<file path="config.mk">
export PLATFORM = sky130hd
export DESIGN_NAME = sacvt_ram
export DESIGN_NICKNAME = d
export VERILOG_FILES = /design/src/hdl/sacvt_ram.sv
export SDC_FILE = /design/constraint.sdc
export NUM_CORES = 1
export LEC_CHECK = 0
export ABC_AREA = 1
export BUFFER_PORTS_ARGS = -buffer_cell sky130_fd_sc_hd__buf_2
export CAP_MARGIN = 15
export CORE_MARGIN = 2
export CORE_UTILIZATION = 44
export DETAILED_ROUTE_END_ITERATION = 8
export SYNTH_ARGS = -nofsm -noshare
export SYNTH_HDL_FRONTEND = slang
export SYNTH_SLANG_ARGS = --single-unit
</file>
<file path="constraint.sdc">
create_clock -name i_clk -period 1.1 [get_ports i_clk]
set_input_delay 0.165 -clock i_clk [delete_from_list [all_inputs] [get_ports i_clk]]
set_output_delay 0.165 -clock i_clk [all_outputs]
set_load 0.01 [all_outputs]
</file>
<file path="src/hdl/sacvt_ram.sv">
// generic single-port-write ram with registered read
// no dependencies
module sacvt_ram #(
    parameter int WIDTH = 8,
    parameter int DEPTH = 16
) (
    input  logic                     i_clk,
    input  logic                     i_we,
    input  logic [$clog2(DEPTH)-1:0] i_waddr,
    input  logic [WIDTH-1:0]         i_wdata,
    input  logic                     i_re,
    input  logic [$clog2(DEPTH)-1:0] i_raddr,
    output logic [WIDTH-1:0]         o_rdata
);

    logic [WIDTH-1:0] r_mem [DEPTH];
    logic [WIDTH-1:0] r_rdata;

    always_ff @(posedge i_clk) begin
        if (i_we) begin
            r_mem[i_waddr] <= i_wdata;
        end
        if (i_re) begin
            r_rdata <= r_mem[i_raddr];
        end
    end

    assign o_rdata = r_rdata;

endmodule

</file>
## Word-level counts from Yosys, hierarchy flattened

Memories as Yosys holds them, arrays and structs flattened. A register that Yosys moved wholly into a read port is not among the register bits.
Cells that the tools add are included.

- Muxes and demuxes: 2

Operators with widths:

| kind | number |
|---|---|
| $mux 1 | 2 |

- Bits in registers: 0
- Memory bits (writable): 128
- Bits of input ports: 19
- Output and inout port bits: 8
- Logic and storage cells: 3
- Memories kept: 1

Memories:

| name | depth | width | read ports | clocked after memory_dff | write ports | RTL line | RTL |
|---|---|---|---|---|---|---|---|
| r_mem | 16 | 8 | 1 | 1 | 1 | 16 | `logic [WIDTH-1:0] r_mem [DEPTH];` |

## Logic depth before layout (Yosys ltp)

Gate-level depths: netlist of run 1.

- Word-level depth: 2
- Depth in mapped cells: 8
- Mapped depth without buffers: 7

## Worst setup path before layout of run 1

No wires, ideal clock.

- Path kind: input port to flip-flop
- From: input i_waddr[3]
- To: memory r_mem[4][0], enable pin
- Setup time: 0.370 ns
- Data arrival time: 0.746 ns
- Data required time: 0.730 ns
- Setup slack: -0.016 ns
- Stages on the path: 2
- Path buffers: 0
- Cell sequence: nand3b_1 nor2_1

RTL lines:

| what | RTL line | RTL |
|---|---|---|
| start, declared | 9 | `input logic [$clog2(DEPTH)-1:0] i_waddr,` |
| end, declared | 16 |  |

Straight into the memory's write port.

==> results by stage, run 1 <==
Run status:
- The flow ran to the end, but the final reports show violations.
- The checks that failed: setup timing.

Setup path:
- The maximum fanout encountered on the critical timing path is 1.
- Counting cells, the worst reg-to-reg path comes to 6.
- STA puts the critical path data arrival time at 1270 ps.
- The register-to-register path setup slack is -10 ps.
- The data required time at the worst endpoint is 1260 ps.
- The signal on the critical path passes through inv_1 > nand2_1 > nand3_2 > nand3_2 > nand3_2 > nand2_2.
- The setup path with the least slack is of type reg -> reg.
- The cell with the most instances on the worst path is nand3_2.
- The startpoint kind of the worst setup timing path is a flop.
- In this run the critical register-to-register path is captured at o_rdata[1].
- In this design, the stage delay of the slowest critical-path cell is 360 ps.
- The cell type of the slowest stage on the worst timing path is edfxtp_1.
- In this run the critical register-to-register path is launched from r_mem[4][1].
- The worst setup path is captured at a flop.

Placed design:
- Including well taps, the total number of placed cells is 758.
- Once detailed placement completed, the half-perimeter wirelength came to 8290 um.
- At the end of routability-driven placement, the weighted congestion stood at 0.880.
- Port buffering added 26 buffers.

Final layout:
- The filler cell count in the final layout is 1,121.
- The multi-input combinational cell area is 1390 um2.
- The area growth from synthesis to final layout is 21.4%.
- After the flow finishes, the layout carries non-filler instances totaling slightly below 800.
- The final layout contains between 600 and 700 nets.
- The sequential cell area in the final layout is 4080 um2.
- The number of antenna cells inserted is 0.
- The layout cell share with drive strength beyond 1 is 19.9%.

STA:
- For the final database, setup skew stands at approximately 4.5 ps.
- The final number of max-transition violations was 0.
- The shortest clock period the worst path allows after layout is around 1100 ps.
- The count of final hold-check violations is 0.
- The achievable frequency is 0.900 GHz.
- The part of the cycle the worst path needs is 101%.
- The relative max-transition margin is 72.6%.
- The minimum setup slack in the final design is -11.1 ps.
- At the pin with the least slew margin, the transition time is 411 ps.
- Setup repair after global routing could not meet its margin everywhere.
- The final worst hold slack is 120 ps.
- Setup violations remaining at the end of the flow were counted as 2.

Min path:
- The worst hold path cell count is 1.
- The worst hold path startpoint is i_re.
- The worst hold path terminates at o_rdata[4].
- The type of the worst min-delay path is in -> reg.

GRT:
- The number of global-route vias before repair was 3,809.
- For this run, the total global-route usage over all layers was measured as 19.8%.
- For this run the aggregate overflow at the end of global routing stands at 0.
- The number of antenna violations at the first check in global routing came to 0.
- The largest net degree at the start of global routing is 41.
- The first global-routing pass estimated 20,800 um of wire.

Synth:
- In this run, synthesis produced a sequential element count of 136.
- After synthesis, the cell types taking the most area are edfxtp_1 (70%), nand2_1 (11%), nand3_1 (8.3%).
- The area share of the leading cell type in the synthesized netlist is between 60 and 70%.
- The part of the Yosys area used for sequential elements is 69.8%.
- The number of different library cells used by synthesis comes to 11.
- After technology mapping, the gate count stands at 551.
- The Yosys warning count is 0.
- The cell type contributing the most total cell area after synthesis is edfxtp_1.
- The cell area after synthesis is 5850 um2.
- When the netlist entered floorplanning its net count stood at 570.
- After synthesis, the mean cell area works out to ~11 um2.

CTS:
- TritonCTS built the clock tree.
- The later-pin clock latency in the skew report is between 400 and 500 ps.
- The root buffer cell chosen for the clock tree is clkbuf_16.
- The number of clock sinks is 136.
- The clock transition at the registers of the reported paths is roughly 60 ps.
- In this run the deepest clock path goes through 2 buffers.
- The post-cts hold buffer count is 0.
- The H-tree depth reported by CTS is 4.
- The CTS buffer count is 17.

Pwr:
- The power density of the placed cells is 1760 nW/um2.
- The worst-case IR drop observed on VDD is 1.06 mV.
- For this design the static power due to leakage is 3.07 nW.

Detailed routing:
- The number of antenna-violating nets in the routed design is 0.
- The via count is between 3,000 and 4,000.
- After detailed routing, the total wire length is 13,000 um.
- The mean routed wirelength per cell is about 17 um.
- In the routed design, unresolved DRC markers number 0.
- In this run, the number of DRC markers left after iteration 0 of detailed routing was around 430.
- The first-pass iteration count of the detailed router is 6.
- The number of vias per cell is ~4.9.

Floorplanning:
- In this run the count of I/O pins placed on the die edge is 27.
- The number of cell rows is 42.
- The die outline area is about 14,000 um2.
- The die width is 119 um.
- The die boundary height is 119 um.
- The core region area is 13,100 um2.
- The initial standard-cell utilization of the core is 44.7%.

Flow run:
- The number of violations of the max-capacitance limit is 0.
[what timing repair did]
item,CTS,global route
buffers inserted,0,0
resized for setup,14,24
hold endpoints to repair,0,0
setup endpoints to repair,10,16
pin swaps,2,19
[worst max-delay path: cells and delay by family (launching register included)]
kind / cells / cell delay [ps]
buffers and inverters: 1 / 60
flip-flops: 1 / 360
AND/OR/NAND/NOR: 5 / 450
[cell usage after synthesis, drive strengths merged]
cell type,number
nand2,173
nor2,17
edfxtp,136
buf,24
nand3,97
inv,102
nand3b,2
[final cells by class]
class / count / area share [%]
clock inverters: 14 / 2.54
inverters: 102 / 5.39
flip-flops and latches: 136 / 57.5
repair buffers: 55 / 5.78
well taps: 176 / 3.10
multi-input cells: 289 / 19.6
clock buffers: 18 / 6.05
[through the flow]
| stage | setup TNS, ps | instance area, um2 | power [mW] | utilization, % | worst slack, ps |
|---|---|---|---|---|---|
| finish | -13.7 | 7100 | 12.5 | 54.2 | -11.1 |
| detailed placement | -6140 | 6310 | 6.73 | 48.2 | -293 |
| CTS | -41.3 | 6990 | 12.5 | 53.4 | -30.3 |
| floorplan | -1010 | 5850 | 6.39 | - | -15.8 |
| global placement | -4580 | 6310 | 6.73 | 48.2 | -280 |
| global route | -416 | 7100 | 12.9 | 54.2 | -59.2 |
[per-layer routing]
layer / routed length [um] / GRT usage (%) / up-vias / share of wire [%]
li1: - / - / 1884 / -
met1: 5660 / 25.5 / 1821 / 43
met2: 6470 / 33.1 / 127 / 50
met3: 598 / 4.07 / 24 / 4.6
met4: 309 / 7.89 / 0 / 2.4
met5: 0 / 0 / - / 0
[registers in the layout, summed over array words and instances (netlist names)]
signal	count
r_mem	128
o_rdata	8
[report_power, final]
group	switching (mW)	internal (mW)
Clock	2.03	3.77
Sequential	0.0274	5.84
Combinational	0.549	0.263
Total	2.61	9.87
[cells by family after synthesis]
group | synth area share [%]
buffers and inverters | 9.39
AND/OR/NAND/NOR | 20.8
flip-flops | 69.8
[worst max-delay path by stage]
stage | startpoint | to | slack [ps]
global route | r_mem[4][1] | o_rdata[1] | -60
global placement | i_raddr[0] | o_rdata[1] | -280
floorplan | i_waddr[3] | r_mem[4][0] | -20
CTS | o_rdata[2] | o_rdata[2] | -30
finish | r_mem[4][1] | o_rdata[1] | -10
detailed placement | i_raddr[0] | o_rdata[1] | -290
[cells in the final DEF (no fill, tap or decap), types with 4 or more instances in the layout]
master / n
nand2_1: 170
bufinv_16: 4
nand3_2: 34
clkinv_1: 4
buf_12: 5
buf_4: 24
inv_1: 99
buf_2: 26
nand3_1: 63
clkbuf_16: 17
edfxtp_1: 136
nor2_1: 17
No activity file was read; power rests on OpenSTA's default activity.
==> run 2: changes to the inputs <==
--- a/config.mk
+++ b/config.mk
@@ -10,7 +10,9 @@
 export CAP_MARGIN = 15
 export CORE_MARGIN = 2
 export CORE_UTILIZATION = 44
+export CTS_BUF_LIST = sky130_fd_sc_hd__clkbuf_8
 export DETAILED_ROUTE_END_ITERATION = 8
+export MAX_ROUTING_LAYER = met4
 export SYNTH_ARGS = -nofsm -noshare
 export SYNTH_HDL_FRONTEND = slang
 export SYNTH_SLANG_ARGS = --single-unit
==> constraint.sdc (replaced) <==
create_clock -name i_clk -period 1.1 [get_ports i_clk]
set_input_delay 0.165 -clock i_clk [delete_from_list [all_inputs] [get_ports i_clk]]
set_output_delay 0.165 -clock i_clk [all_outputs]
set_load 0.05 [all_outputs]
==> run 2 against run 1 <==
  * The flow still finishes with violations (setup timing)
  * Setup slack worse by 120 ps
  * Combinational power grew 14%
  * Die area unchanged
  * Final cell count decreased by 0.38%
  * Clock power down 22%
  * Register-to-register slack better by 20 ps
  * Wire length rose by 1.6%
  * Global-route usage up 0.38 points
  * Non-clock buffer count shrank 3
  * Flip-flop and latch count unchanged
  * Largest cell class unchanged
==> results by stage, run 2 (synthesis results as in run 1) <==
Final layout:
- Leaving out fill and tap cells, the most frequent cell in the layout is nand2_1.
- The area growth from synthesis to final layout is 20.4%.
- The layout cell share with drive strength beyond 1 is 22.7% (+2.9 points).
- The final net count was 617 (-0.48%).
- The filler cell count in the final layout is 1,119 (-0.18%).
- Ranked by flip-flop count, first place goes to r_mem.
- The sequential cell area in the final layout is 4080 um2 (unchanged).
- The number of antenna cells inserted came to 0 (unchanged).
- In the layout the commonest cells are nand2_1 (168), edfxtp_1 (136), inv_1 (100).
- The multi-input combinational cell area is 1470 um2 (+5.8%).
- The number of flip-flops in the largest register is 128 (unchanged).
- The post-route cell area is 7040 um2 (-0.81%).
- The final core utilization is 53.8% (-0.44 points).

Setup path:
- The delay of the slowest cell on the worst path is 450 ps (+90 ps).
- The nature of the critical path endpoint is a primary output.
- The data required time at the worst endpoint is 940 ps (-320 ps).
- The data arrival time of the worst path is 1060 ps (-210 ps).
- The count of buffering cells on the critical path with inverters included is 1 (unchanged).
- The cell type of the slowest stage on the worst timing path is edfxtp_1.
- By startpoint and endpoint, the worst setup path is classified as reg -> out.
- In this design, the largest share of critical-path delay is due to flip-flops.
- Walking the worst path, the cells encountered are buf_6.
- STA classifies the critical path startpoint as a flop.
- The maximum fanout encountered on the critical timing path came to 1 (unchanged).

Floorplanning:
- The number of cell rows was 42 (unchanged).
- The core region area is 13,100 um2 (unchanged).
- The die outline area is 14,200 um2 (unchanged).
- The initial standard-cell utilization of the core is 44.7% (unchanged).
- The number of primary I/O pins is 27 (unchanged).
- The die boundary height was 119 um (unchanged).
- The die width is 119 um (unchanged).

Pwr:
- The power density of the placed cells was 1610 nW/um2 (-8.5%).
- The leakage power is 3.04 nW (-1.1%).
- The maximum VDD drop is 0.787 mV (-25%).

STA:
- The shortest clock period the worst path allows after layout is 1230 ps (+116 ps).
- Setup repair after global routing could not meet its margin everywhere.
- The final number of max-transition violations was 0 (unchanged).
- The part of the cycle the worst path needs is 112% (+11 points).
- The setup TNS is -544 ps (-530 ps).
- The count of final hold-check violations is 0 (unchanged).
- The final count of negative-setup-slack endpoints is 8 (+6).
- The relative max-transition margin came to 48.7% (-24 points).
- The clock tree skew after final layout is 6.30 ps (+1.81 ps).
- The minimum setup slack in the final design is -127 ps (-116 ps).
- The achievable frequency is 0.815 GHz (-9.4%).
- The actual slew at the worst max-slew pin came to 769 ps (+358 ps).
- The final worst hold slack is 91.7 ps (-27.8 ps).

CTS:
- The H-tree depth reported by CTS came to 4 (unchanged).
- The post-cts hold buffer count is 0 (unchanged).
- The largest buffer count on any clock path is 2 (unchanged).
- The number of clock sinks came to 136 (unchanged).
- The later-pin clock latency in the skew report is 430 ps (+20 ps).
- The root cell of the clock tree is clkbuf_8.
- The clock transition at the registers of the reported paths is 80 ps (+20 ps).
- The CTS buffer count is 17 (unchanged).
- The CTS tree is yes.

Detailed routing:
- The number of vias per cell was 4.91 (+0.64%).
- The first-iteration detailed-routing DRC count came to 417 (-2.6%).
- The final wirelength is 13,300 um (+1.6%).
- The total length of routed met3 wires is 486 um (-19%).
- The mean routed wirelength per cell is 16.8 um (+2.0%).
- The first-pass iteration count of the detailed router is 5 (-1).
- In this run the top signal layer used is met4.
- The via count is 3,866 (+0.26%).
- The routed metal-1 wirelength was 5670 um (+0.23%).
- The met2 layer wire length in the routed design was 6710 um (+3.7%).
- The final routed DRC violation total is 0 (unchanged).
- The number of antenna-violating nets in the routed design was 0 (unchanged).

Placed design:
- The count of port buffers added during placement was 26 (unchanged).
- The last weighted congestion value of the routability-driven placer is 0.891 (+1.2%).
- The detailed-placement wirelength estimate is 8200 um (-1.0%).
- The total placed instance area came to 6290 um2 (-0.36%).
- The worst-case setup slack after placement was -348 ps (-54.7 ps).

Run status:
- The flow ran to the end, but the final reports show violations.
- The checks that failed: setup timing.

Min path:
- In this run the worst hold path is classified as in -> reg.

GRT:
- The wire length of the first global-routing pass is 20,700 um (-0.43%).
- The total congestion overflow after global routing is 0 (unchanged).
- The number of antenna violations at the first check in global routing is 0 (unchanged).
- The number of global-route vias before repair is 3,845 (+0.95%).
- The largest net degree at the start of global routing is 65 (+59%).
- The global-route total usage across every layer was 20.2% (+0.38 points).

Flow run:
- The number of violations of the max-capacitance limit is 0 (unchanged).
==> run 2: cell types whose count changed in the layout (fill, tap and decap cells not counted), moves of 2 or more <==
| cell | delta |
|---|---|
| buf_6 | +8 |
| clkinv_1 | -3 |
| clkbuf_16 | -17 |
| buf_4 | -3 |
| buf_2 | -8 |
| nand3_1 | -15 |
| clkbuf_8 | +17 |
| nand2_1 | -2 |
| nand2_2 | +2 |
| nand3_2 | +15 |
==> run 2: final cells by class <==
class	instances	area share (%)
timing repair buffer	52	6.22
tap	176	3.13
inverter	102	5.44
clock inverter	15	2.99
multi-input combinational	289	20.9
sequential	136	58.0
clock buffer	17	3.32
==> run 2: power by group <==
| part | leakage (nW) | internal, mW | switching [mW] |
|---|---|---|---|
| combinational | 1.57 | 0.291 | 0.635 |
| clock | 0.229 | 2.67 | 1.85 |
| sequential | 1.24 | 5.83 | 0.0379 |
| total | 3.04 | 8.79 | 2.52 |
==> run 2: path summary, 6_finish.rpt <==
check | to | slack (ps) | startpoint | cells past startpoint
worst max register to register | o_rdata[0] | 10 | r_mem[5][0] | 6
worst max-delay path | o_rdata[5] | -130 | o_rdata[5] | 1
worst min register to register | o_rdata[7] | 740 | r_mem[10][7] | 6
worst min-delay path | o_rdata[7] | 90 | i_re | 1
==> run 2: repair_timing <==
item / in CTS / in global routing
resized for setup: 24 / 48
setup endpoints to repair: 14 / 16
pin swaps: 2 / 44
buffers inserted: 0 / 0
==> run 2: metal layers <==
metal  up-vias  GRT usage [%]
li1       1871              -
met1      1869           25.3
met2        99           32.9
met3        27           3.54
met4         0           8.04
met5         -              -
==> run 2: through the flow <==
step,total power [mW],cells
final,11.3,787
after global routing,11.7,787
after CTS,11.3,787
after detailed placement,6.80,755
after global placement,6.78,755
after floorplan,6.47,551
